==> config.mk <==
export PLATFORM = sky130hd
export DESIGN_NAME = sorted_option_table
export DESIGN_NICKNAME = d
export VERILOG_FILES = /design/src/sv/sot_pkg.sv /design/src/sv/sot_cell.sv /design/src/sv/sorted_option_table.sv
export VERILOG_INCLUDE_DIRS = /design/src /design/src/sv
export SDC_FILE = /design/constraint.sdc
export NUM_CORES = 2
export LEC_CHECK = 0
export BUFFER_PORTS_ARGS = -buffer_cell sky130_fd_sc_hd__buf_2
export CORE_UTILIZATION = 31
export CTS_BUF_LIST = sky130_fd_sc_hd__clkbuf_8 sky130_fd_sc_hd__clkbuf_16
export CTS_CLUSTER_DIAMETER = 100
export DETAILED_ROUTE_END_ITERATION = 6
export GPL_TIMING_DRIVEN = 1
export HOLD_SLACK_MARGIN = 0.03
export SYNTH_ARGS = -nofsm -noshare
export SYNTH_HDL_FRONTEND = slang
export SYNTH_HIERARCHICAL = 1
export SYNTH_SLANG_ARGS = --single-unit
==> constraint.sdc <==
create_clock -name clk -period 7.6 [get_ports clk]
set_input_delay 0.38 -clock clk [delete_from_list [all_inputs] [get_ports clk]]
set_output_delay 0.38 -clock clk [all_outputs]
set_load 0.01 [all_outputs]
==> src/sv/sorted_option_table_assert.svh <==
// Assertion macros for the sorted option table.
// Included by the top level; no other dependencies.
`ifndef SORTED_OPTION_TABLE_ASSERT_SVH
`define SORTED_OPTION_TABLE_ASSERT_SVH

`ifndef NO_ASSERTIONS
// same-cycle implication, disabled during reset
`define SOT_ASSERT_NOW(label, ante, cons) \
    label: assert property (@(posedge clk) disable iff (!rst_n) (ante) |-> (cons)) \
        else $error("assertion failed");
// next-cycle implication, disabled during reset
`define SOT_ASSERT_NEXT(label, ante, cons) \
    label: assert property (@(posedge clk) disable iff (!rst_n) (ante) |=> (cons)) \
        else $error("assertion failed");
`else
`define SOT_ASSERT_NOW(label, ante, cons)
`define SOT_ASSERT_NEXT(label, ante, cons)
`endif

`endif

==> src/sv/sot_pkg.sv <==
`timescale 1ns / 1ps
// Shared types, codes and helpers for the sorted option table.
// Used by sot_cell and sorted_option_table; no dependencies.
package sot_pkg;

    // option number classes
    localparam logic [4:0] OPT_INVALID     = 5'd0;
    localparam logic [4:0] OPT_LAST_VALUED = 5'd15;
    localparam logic [4:0] OPT_EMPTY       = 5'd21;

    // status codes
    localparam logic [1:0] ST_OK       = 2'd0;
    localparam logic [1:0] ST_FULL     = 2'd1;
    localparam logic [1:0] ST_INVALID  = 2'd2;
    localparam logic [1:0] ST_TOO_LONG = 2'd3;

    // word kinds
    localparam logic KIND_INSERT = 1'b0;
    localparam logic KIND_LOOKUP = 1'b1;

    // one table entry
    typedef struct packed {
        logic [4:0]  num;
        logic [3:0]  len;
        logic [63:0] value;
    } entry_t;

    // controls broadcast to every cell
    typedef struct packed {
        logic       ins;        // insert new entry this cycle
        entry_t     ins_entry;  // entry being inserted
        logic [4:0] find_num;   // number searched by a lookup
    } cell_ctl_t;

    // keep the low len bytes
    function automatic logic [63:0] byte_mask(input logic [3:0] len);
        logic [63:0] m;
        m = '0;
        for (int b = 0; b < 8; b++)
        begin
            m[8*b +: 8] = {8{len > 4'(b)}};
        end
        return m;
    endfunction

endpackage

==> src/sv/sot_cell.sv <==
`timescale 1ns / 1ps
// One slot of the sorted option table: holds an entry, shifts from its
// lower neighbor on insert. Depends on sot_pkg.
module sot_cell
(
    input  logic              clk,
    input  sot_pkg::cell_ctl_t ctl,
    input  sot_pkg::entry_t   prev,        // lower neighbor's entry
    input  logic              prev_valid,
    input  logic              own_valid,
    output sot_pkg::entry_t   entry,
    output logic              match
);

    sot_pkg::entry_t entry_reg;
    sot_pkg::entry_t entry_next;
    logic            own_gt;
    logic            prev_gt;

    // slot is at or past the insertion point
    assign own_gt  = !own_valid || (entry_reg.num > ctl.ins_entry.num);
    assign prev_gt = prev_valid && (prev.num > ctl.ins_entry.num);

    always_comb
    begin
        entry_next = entry_reg;
        if (ctl.ins && own_gt)
        begin
            entry_next = prev_gt ? prev : ctl.ins_entry;
        end
    end

    always_ff @(posedge clk)
    begin
        entry_reg <= entry_next;
    end

    assign entry = entry_reg;
    assign match = own_valid && (entry_reg.num == ctl.find_num);

endmodule

==> src/sv/sorted_option_table.sv <==
`timescale 1ns / 1ps
// Insert: accept moves the FSM from idle to push, which loads the result word register.
// Lookup: accept moves the FSM through a find state over the cell row, then to push.
// A new word is taken only in idle, once push has loaded the previous result word.
// A stalled output holds the FSM in its push state until the word is taken.
// Reset (rst_n low, async) empties the table; entry contents are not cleared.
// Top level of the sorted option table; depends on sot_pkg, sot_cell and the assert header.
module sorted_option_table
#(
    parameter int TABLE_DEPTH = 16,
    parameter int VALUE_BYTES = 8
)
(
    input  logic        clk,
    input  logic        rst_n,
    input  logic        s_tvalid,
    output logic        s_tready,
    input  logic [79:0] s_tdata,  // option_number[4:0], value_length[8:5],
                                  // value_bytes[72:9], occurrence[76:73]
    input  logic        s_tuser,  // kind
    output logic        m_tvalid,
    input  logic        m_tready,
    output logic [79:0] m_tdata   // status[1:0], found[2], found_length[6:3],
                                  // found_value[70:7], entry_count[75:71]
);

`include "sorted_option_table_assert.svh"

    localparam int CW = $clog2(TABLE_DEPTH + 1);

    typedef enum logic [2:0] {
        S_IDLE = 3'b001,
        S_FIND = 3'b010,
        S_PUSH = 3'b100
    } state_t;

    state_t state_reg, state_next;

    logic [CW-1:0]          count_reg;
    logic                   kind_reg;
    logic [1:0]             status_reg;
    logic [4:0]             q_num_reg;
    logic [3:0]             q_occ_reg;
    logic [TABLE_DEPTH-1:0] tgt_reg;

    logic                   out_valid_reg;
    logic [1:0]             out_status_reg;
    logic                   out_found_reg;
    logic [3:0]             out_len_reg;
    logic [63:0]            out_value_reg;
    logic [4:0]             out_count_reg;

    // input fields
    logic        in_kind;
    logic [4:0]  in_num;
    logic [3:0]  in_len;
    logic [63:0] in_value;
    logic [3:0]  in_occ;
    logic        accept;

    assign in_kind  = s_tuser;
    assign in_num   = s_tdata[4:0];
    assign in_len   = s_tdata[8:5];
    assign in_value = s_tdata[72:9];
    assign in_occ   = s_tdata[76:73];

    assign s_tready = (state_reg == S_IDLE);
    assign accept   = s_tvalid && s_tready;

    // insert checks
    logic       valued, empty, full, ins_ok;
    logic [1:0] ins_status;

    assign valued = (in_num != sot_pkg::OPT_INVALID) && (in_num <= sot_pkg::OPT_LAST_VALUED);
    assign empty  = (in_num == sot_pkg::OPT_EMPTY);
    assign full   = (count_reg >= CW'(TABLE_DEPTH));

    always_comb
    begin
        if (!valued && !empty)
            ins_status = sot_pkg::ST_INVALID;
        else if (valued && (in_len > 4'(VALUE_BYTES)))
            ins_status = sot_pkg::ST_TOO_LONG;
        else if (full)
            ins_status = sot_pkg::ST_FULL;
        else
            ins_status = sot_pkg::ST_OK;
    end

    assign ins_ok = accept && (in_kind == sot_pkg::KIND_INSERT) &&
                    (ins_status == sot_pkg::ST_OK);

    // broadcast to the cell row
    sot_pkg::cell_ctl_t ctl;

    always_comb
    begin
        ctl.ins = ins_ok;
        if (empty)
        begin
            ctl.ins_entry.num   = in_num;
            ctl.ins_entry.len   = 4'd0;
            ctl.ins_entry.value = 64'd0;
        end
        else
        begin
            ctl.ins_entry.num   = in_num;
            ctl.ins_entry.len   = in_len;
            ctl.ins_entry.value = in_value & sot_pkg::byte_mask(in_len);
        end
        ctl.find_num = q_num_reg;
    end

    // cell row
    sot_pkg::entry_t        entries [TABLE_DEPTH];
    logic [TABLE_DEPTH-1:0] valid;
    logic [TABLE_DEPTH-1:0] match;

    genvar gi;
    generate
        for (gi = 0; gi < TABLE_DEPTH; gi++)
        begin : g_cell
            assign valid[gi] = (count_reg > CW'(gi));
            if (gi == 0)
            begin : g_first
                sot_cell u_cell
                (
                    .clk        (clk),
                    .ctl        (ctl),
                    .prev       ('0),
                    .prev_valid (1'b0),
                    .own_valid  (valid[gi]),
                    .entry      (entries[gi]),
                    .match      (match[gi])
                );
            end
            else
            begin : g_rest
                sot_cell u_cell
                (
                    .clk        (clk),
                    .ctl        (ctl),
                    .prev       (entries[gi-1]),
                    .prev_valid (valid[gi-1]),
                    .own_valid  (valid[gi]),
                    .entry      (entries[gi]),
                    .match      (match[gi])
                );
            end
        end
    endgenerate

    // run start marks, shifted by the occurrence, pick the target slot
    logic [TABLE_DEPTH-1:0] run_start;
    logic [TABLE_DEPTH-1:0] tgt_next;

    assign run_start = match & ~(match << 1);
    assign tgt_next  = match & (run_start << q_occ_reg);

    // one-hot select of the target entry
    logic [3:0]  sel_len;
    logic [63:0] sel_value;

    always_comb
    begin
        sel_len   = '0;
        sel_value = '0;
        for (int i = 0; i < TABLE_DEPTH; i++)
        begin
            sel_len   = sel_len   | ({4{tgt_reg[i]}} & entries[i].len);
            sel_value = sel_value | ({64{tgt_reg[i]}} & entries[i].value);
        end
    end

    // control FSM
    logic out_free;
    assign out_free = !out_valid_reg || m_tready;

    always_comb
    begin
        state_next = state_reg;
        unique case (state_reg)
            S_IDLE:
            begin
                if (accept)
                    state_next = (in_kind == sot_pkg::KIND_LOOKUP) ? S_FIND : S_PUSH;
            end
            S_FIND:
            begin
                state_next = S_PUSH;
            end
            S_PUSH:
            begin
                if (out_free)
                    state_next = S_IDLE;
            end
            default:
            begin
                state_next = S_IDLE;
            end
        endcase
    end

    // control registers
    always_ff @(posedge clk or negedge rst_n)
    begin
        if (!rst_n)
        begin
            state_reg     <= S_IDLE;
            count_reg     <= '0;
            out_valid_reg <= 1'b0;
            tgt_reg       <= '0;
        end
        else
        begin
            state_reg <= state_next;
            if (ins_ok)
                count_reg <= count_reg + CW'(1);
            if (accept)
                tgt_reg <= '0;
            else if (state_reg == S_FIND)
                tgt_reg <= tgt_next;
            if ((state_reg == S_PUSH) && out_free)
                out_valid_reg <= 1'b1;
            else if (m_tready)
                out_valid_reg <= 1'b0;
        end
    end

    // payload registers
    always_ff @(posedge clk)
    begin
        if (accept)
        begin
            kind_reg   <= in_kind;
            status_reg <= ins_status;
            q_num_reg  <= in_num;
            q_occ_reg  <= in_occ;
        end
        if ((state_reg == S_PUSH) && out_free)
        begin
            out_count_reg <= 5'(count_reg);
            if (kind_reg == sot_pkg::KIND_LOOKUP)
            begin
                out_status_reg <= sot_pkg::ST_OK;
                out_found_reg  <= |tgt_reg;
                out_len_reg    <= sel_len;
                out_value_reg  <= sel_value;
            end
            else
            begin
                out_status_reg <= status_reg;
                out_found_reg  <= 1'b0;
                out_len_reg    <= 4'd0;
                out_value_reg  <= 64'd0;
            end
        end
    end

    assign m_tvalid = out_valid_reg;
    assign m_tdata  = {4'd0, out_count_reg, out_value_reg, out_len_reg,
                       out_found_reg, out_status_reg};

    // checks
    `SOT_ASSERT_NOW(a_count_bound, 1'b1, count_reg <= CW'(TABLE_DEPTH))
    `SOT_ASSERT_NEXT(a_insert_grows, ins_ok, count_reg == $past(count_reg) + CW'(1))
    `SOT_ASSERT_NOW(a_target_single, state_reg == S_PUSH, $onehot0(tgt_reg))
    `SOT_ASSERT_NOW(a_found_ok, out_valid_reg && out_found_reg, out_status_reg == sot_pkg::ST_OK)

endmodule
After elaboration in Yosys (flattened, before gate mapping)
Index checks and enable logic that the tools add are counted.
{"block": "op_classes", "n_addsub": 1, "order_cmp": 43, "n_eq_ne": 22, "n_shift": 1, "mux": 27, "bitwise": 67, "n_reduce_logical": 96}
{"operator": "73-bit two-way mux", "count": 15}
{"operator": "64-bit AND", "count": 17}
{"operator": "64-bit bitwise OR", "count": 15}
{"operator": "5-bit equality test", "count": 16}
{"operator": "5-bit > comparator", "count": 16}
{"operator": "68-bit two-way mux", "count": 1}
{"operator": "4-bit AND", "count": 16}
{"operator": "4-bit bitwise OR", "count": 15}
{"operator": "1-bit logical AND", "count": 54}
{"operator": "5-bit by 4-bit > comparator with 1-bit output, second input constant", "count": 8}
{"operator": "16-bit AND", "count": 2}
{"operator": "16-bit two-way mux", "count": 2}
{"operator": "5-bit by 3-bit > comparator with 1-bit output, second input constant", "count": 4}
{"operator": "1-bit logical NOT", "count": 19}
{"operator": "1-bit logical OR", "count": 17}
{"operator": "4-bit by 3-bit > comparator with 1-bit output, second input constant", "count": 4}
{"operator": "16-bit NOT", "count": 1}
{"operator": "16-bit OR reduction", "count": 1}
{"operator": "16-bit by 4-bit << shifter with 16-bit output", "count": 1}
{"operator": "5-bit by 1-bit > comparator with 1-bit output, second input constant", "count": 2}
{"operator": "5-bit by 2-bit > comparator with 1-bit output, second input constant", "count": 2}
{"operator": "3-bit two-way mux", "count": 3}
{"operator": "3-bit one-hot mux with 3 select lines", "count": 1}
{"operator": "4-bit by 1-bit > comparator with 1-bit output, second input constant", "count": 2}
{"operator": "18 further kinds", "count": 23}
{"block": "word_totals", "reg_bits": 1281, "inputBits": 85}

Depth between registers and ports, before layout
{"block": "logic_depth", "depth_word": 16, "mapped_depth": 11}

Hierarchy
The synthesis kept the hierarchy.
{"mod": "sot_cell", "instances": 16, "cells_per_inst": 192, "area_each_um2": 3673.5, "seq_area_each_um2": 2192.1}
{"mod": "sorted_option_table", "instances": 1, "cells_per_inst": 1247, "area_each_um2": 11328.4, "seq_area_each_um2": 3269.4}

Worst setup path after synthesis
Ideal clock, no wire load.
{"block": "synth_path", "path_kind": "input port to flip-flop", "from": "input s_tdata[1]", "to": "register g_cell[0].g_first.u_cell.entry_reg, in the netlist g_cell[0].g_first.u_cell/entry[0], enable pin", "setup_time_ns": 0.528, "t_arrival_ns": 5.131, "required_ns": 7.072, "slack_ns": 1.940, "stages": 6, "path_buffers": 0, "cell_sequence": "or3b_4 -> or2_4 -> o31ai_4 -> and3_2 -> o21ai_0 -> a21oi_1"}
{"element": "start: declaration", "line": "sorted_option_table.sv:18", "text": "input logic [79:0] s_tdata,"}
{"element": "end signal: assignment", "line": "sot_cell.sv:35", "text": "entry_reg <= entry_next;"}
{"element": "end: declaration", "line": "sot_cell.sv:15", "text": "sot_pkg::entry_t entry_reg;"}

==> results by group <==
Status
  – Status: finished, violations left
  – Failing checks: max-slew violations

Setup path
  – CP endpoint kind: flip-flop
  – Register-to-Register Setup Slack: 3650 ps
  – Startpoint Class: flip-flop
  – Critical path arrival: 4370 ps
  – Crit path capture: g_cell[9].g_rest.u_cell/entry[42]
  – Worst Path Required: 8010 ps
  – RR Startpoint: state_reg[0]
  – CP startpoint: state_reg[0]
  – WS Path Type: flip-flop to flip-flop
  – Worst r2r dst: g_cell[9].g_rest.u_cell/entry[42]
  – Worst Path Max Fanout: 30
  – R2r worst-path depth: 6

Logic synthesis
  – Post-synth top flop: edfxtp_1
  – Ranking of synthesized cells by area: edfxtp_1, mux2_4, ha_1, a221oi_1, a22o_1
  – Mapped Cells: 4319
  – Post-synthesis cell type count: 67
  – Sequential element share of the synthesized area: 0.5469
  – Syn Area/Cell: 16.23 um^2
  – Share of the synthesized area in the top cell type: 0.5380
  – Cell taking the most area after synthesis: edfxtp_1
  – Synthesized flop and latch total: 1281
  – Async set or reset register ratio after synthesis: 0.01952
  – Yosys warnings: 6
  – Post-synth EDFFs: 1256
  – Synth Cell Area: 70100 um^2

Detailed routing
  – Routed WL: 240.5 mm
  – Initial drt markers: 5257
  – Drt pass-1 iters: 5
  – Vias per cell: 5.720
  – Routed len/inst: 31.49 um
  – Post-route ant nets: 0
  – Vias post-DR: 43690
  – DRC: 0

Floorplan
  – Die area: 228000 um^2
  – Num ports: 167
  – Die Ht: 477.5 um
  – Total core area: 224700 um^2
  – Die Wd: 477.5 um
  – Initial core utilization: 0.3120
  – # rows: 174

Placement
  – Port Buffers: 159
  – Inst Count DP: 7374
  – Setup WS pre-CTS: 3123 ps
  – GP Congestion: 0.8021
  – DP HPWL: 122.9 mm

Global routing
  – First-pass GRT wire length: 336.9 mm
  – Busiest grt layer: met2
  – Vias in the first global route: 43740
  – Total GRT Usage: 0.2043
  – Antenna violations before repair: 21
  – Remaining Overflow, GRT: 0
  – Pin count of the biggest net entering global routing: 74
  – Met2 usage: 0.3249
  – Global routing usage on met1: 0.2768
  – GR Layer Usage met3: 0.04073

Power
  – Sequential Power Share: 0.472
  – Peak supply drop: 0.2028 mV
  – Total Power: 16.92 mW
  – Pwr dens: 214.8 nW/um^2
  – Psw: 4.116 mW
  – P_int: 12.80 mW
  – Gate power share: 0.125
  – Leakage power: 29.86 nW
  – Clock power share: 0.403
  – Switch share: 0.2433

Timing
  – Final Critical Period: 3954 ps
  – Ratio of final minimum period to clock period: 0.5202
  – Setup Viol. Count Final: 0
  – Max Clock Freq: 0.2529 GHz
  – Worst-Margin Slew: 5123 ps
  – Final WS setup: 3646 ps
  – Final slew viol count: 74
  – RSZ-0062 raised after global routing: false
  – Final hold violation count: 0
  – Hold slack: 104.4 ps
  – Final Skew: 43.36 ps
  – Max-Slew Margin vs Limit: -2.416
  – Setup TNS: 0 ps

Final layout
  – Max reg flops: 1095
  – Final #Nets: 4781
  – Final Non-Filler Cells: 7638
  – Area grow syn2layout: 12.32%
  – Register area: 38400 um^2
  – Share of layout cells above drive strength 1: 0.3688
  – Final-layout fill cell count: 21360
  – Multi-input logic area: 29920 um^2

Clock tree
  – Longest Clk Path Bufs: 3
  – Clock Tree Root: clkbuf_16
  – CTS tree: done
  – Reg clk slew, reported paths: 60 ps
  – Htree depth: 4
  – Clk sinks: 1281
  – Later-pin clock latency in the skew report: 810 ps
  – CTS buffer count: 141

Job
  – Max-cap violation count: 0

Min path
  – Min-delay worst type: input pin to flip-flop
==> per-layer routing <==
metal | wire (um) | up-vias
met5 | 109 | -
met4 | 8842 | 16
met3 | 23090 | 543
met2 | 110000 | 2600
met1 | 98530 | 22810
li1 | - | 17720
==> through the flow <==
step	util	cell area (um^2)
after floorplan	-	70410
after global placement	0.3303	74210
after detailed placement	0.3303	74210
after CTS	0.3504	78730
after global routing	0.3504	78730
final	0.3505	78740
==> power groups by stage <==
stage          clock network (mW)  logic (mW)  registers, mW
6_report                     6.82        2.11           7.98
5_1_grt                      7.15        2.19           7.99
4_1_cts                      6.92        2.06           7.98
3_5_place_dp                    0        2.05           8.13
3_3_place_gp                    0        2.01           8.13
2_1_floorplan                   0        1.56           8.12
==> critical path, cell delays in order (launching register included) <==
cell and delay, ps:
dfstp_2 540, nand3b_1 160, nor3_1 340, and3_2 670, o21ai_0 280, a21oi_4 790
buf_4 740
==> worst min path at each step <==
stage | from | slack, ps | to | depth (start not counted)
6_report | s_tvalid | 100 | state_reg[2] | 4
5_1_grt | s_tvalid | 110 | state_reg[2] | 4
4_1_cts | s_tvalid | 60 | state_reg[2] | 4
3_5_place_dp | rst_n | 470 | count_reg[2] | 1
3_3_place_gp | rst_n | 450 | count_reg[2] | 1
2_1_floorplan | rst_n | 80 | count_reg[0] | 0
==> final cells by class <==
class,count,share of cell area
antenna,6,0.0001907
clock buffer,150,0.04753
clock inverter,101,0.008978
inverter,121,0.005863
multi-input combinational,2734,0.3800
sequential,1281,0.4877
tap,2992,0.04754
timing repair buffer,253,0.02215
==> synth_stat cells (64+ instances only) <==
cell type and number:
a221oi_1 205, and3_1 95, edfxtp_1 1256, nand2_1 70, buf_6 114, inv_1 118
mux2_4 1120, ha_1 164, a21oi_1 74, clkbuf_1 124, a22oi_1 137, a22o_1 205
xor2_1 64, a31oi_1 69
==> logic make-up (layout without fill, tap and decap cells) <==
group / count (synthesis) / after routing / share of synthesized area
simple gates: 411 / 411 / 0.03486
mux: 1189 / 1189 / 0.2519
fa+ha+maj: 164 / 164 / 0.02927
xor+xnor: 83 / 83 / 0.01037
buf+inv: 386 / 625 / 0.03345
compound gates: 804 / 804 / 0.09315
other cells: 1 / 89 / 0.00005349
flops: 1281 / 1281 / 0.5469
==> repair_timing <==
| action | CTS | global route |
|---|---|---|
| setup endpoints to repair | 0 | 0 |
| gates resized for setup | 0 | 0 |
| setup buffers | 0 | 0 |
| hold buffers | 7 | 0 |
| hold endpoints to repair | 35 | 0 |
==> layout by cell type, fill, tap and decap left out, drive strengths merged, types with 5 or more instances in the layout <==
cell            n
clkbuf        150
mux2         1173
xnor2          19
a21oi          74
buf           246
a31oi          69
o221ai         16
a32o            5
clkinv         53
o21ai          51
and3           97
nor2b          25
nor2           37
a22o          205
and2           63
edfxtp       1256
o211ai         19
dfrtp          24
nor4           22
ha            164
diode           6
mux4            7
dlygate4sd3     7
a221oi        205
nand3           8
a22oi         137
nor3            7
bufinv          9
mux2i           9
nand2          70
xor2           64
inv           158
conb           83
nand2b         19
nand4          35
nor3b          17
Note: power is estimated with default switching activity, not from simulation.
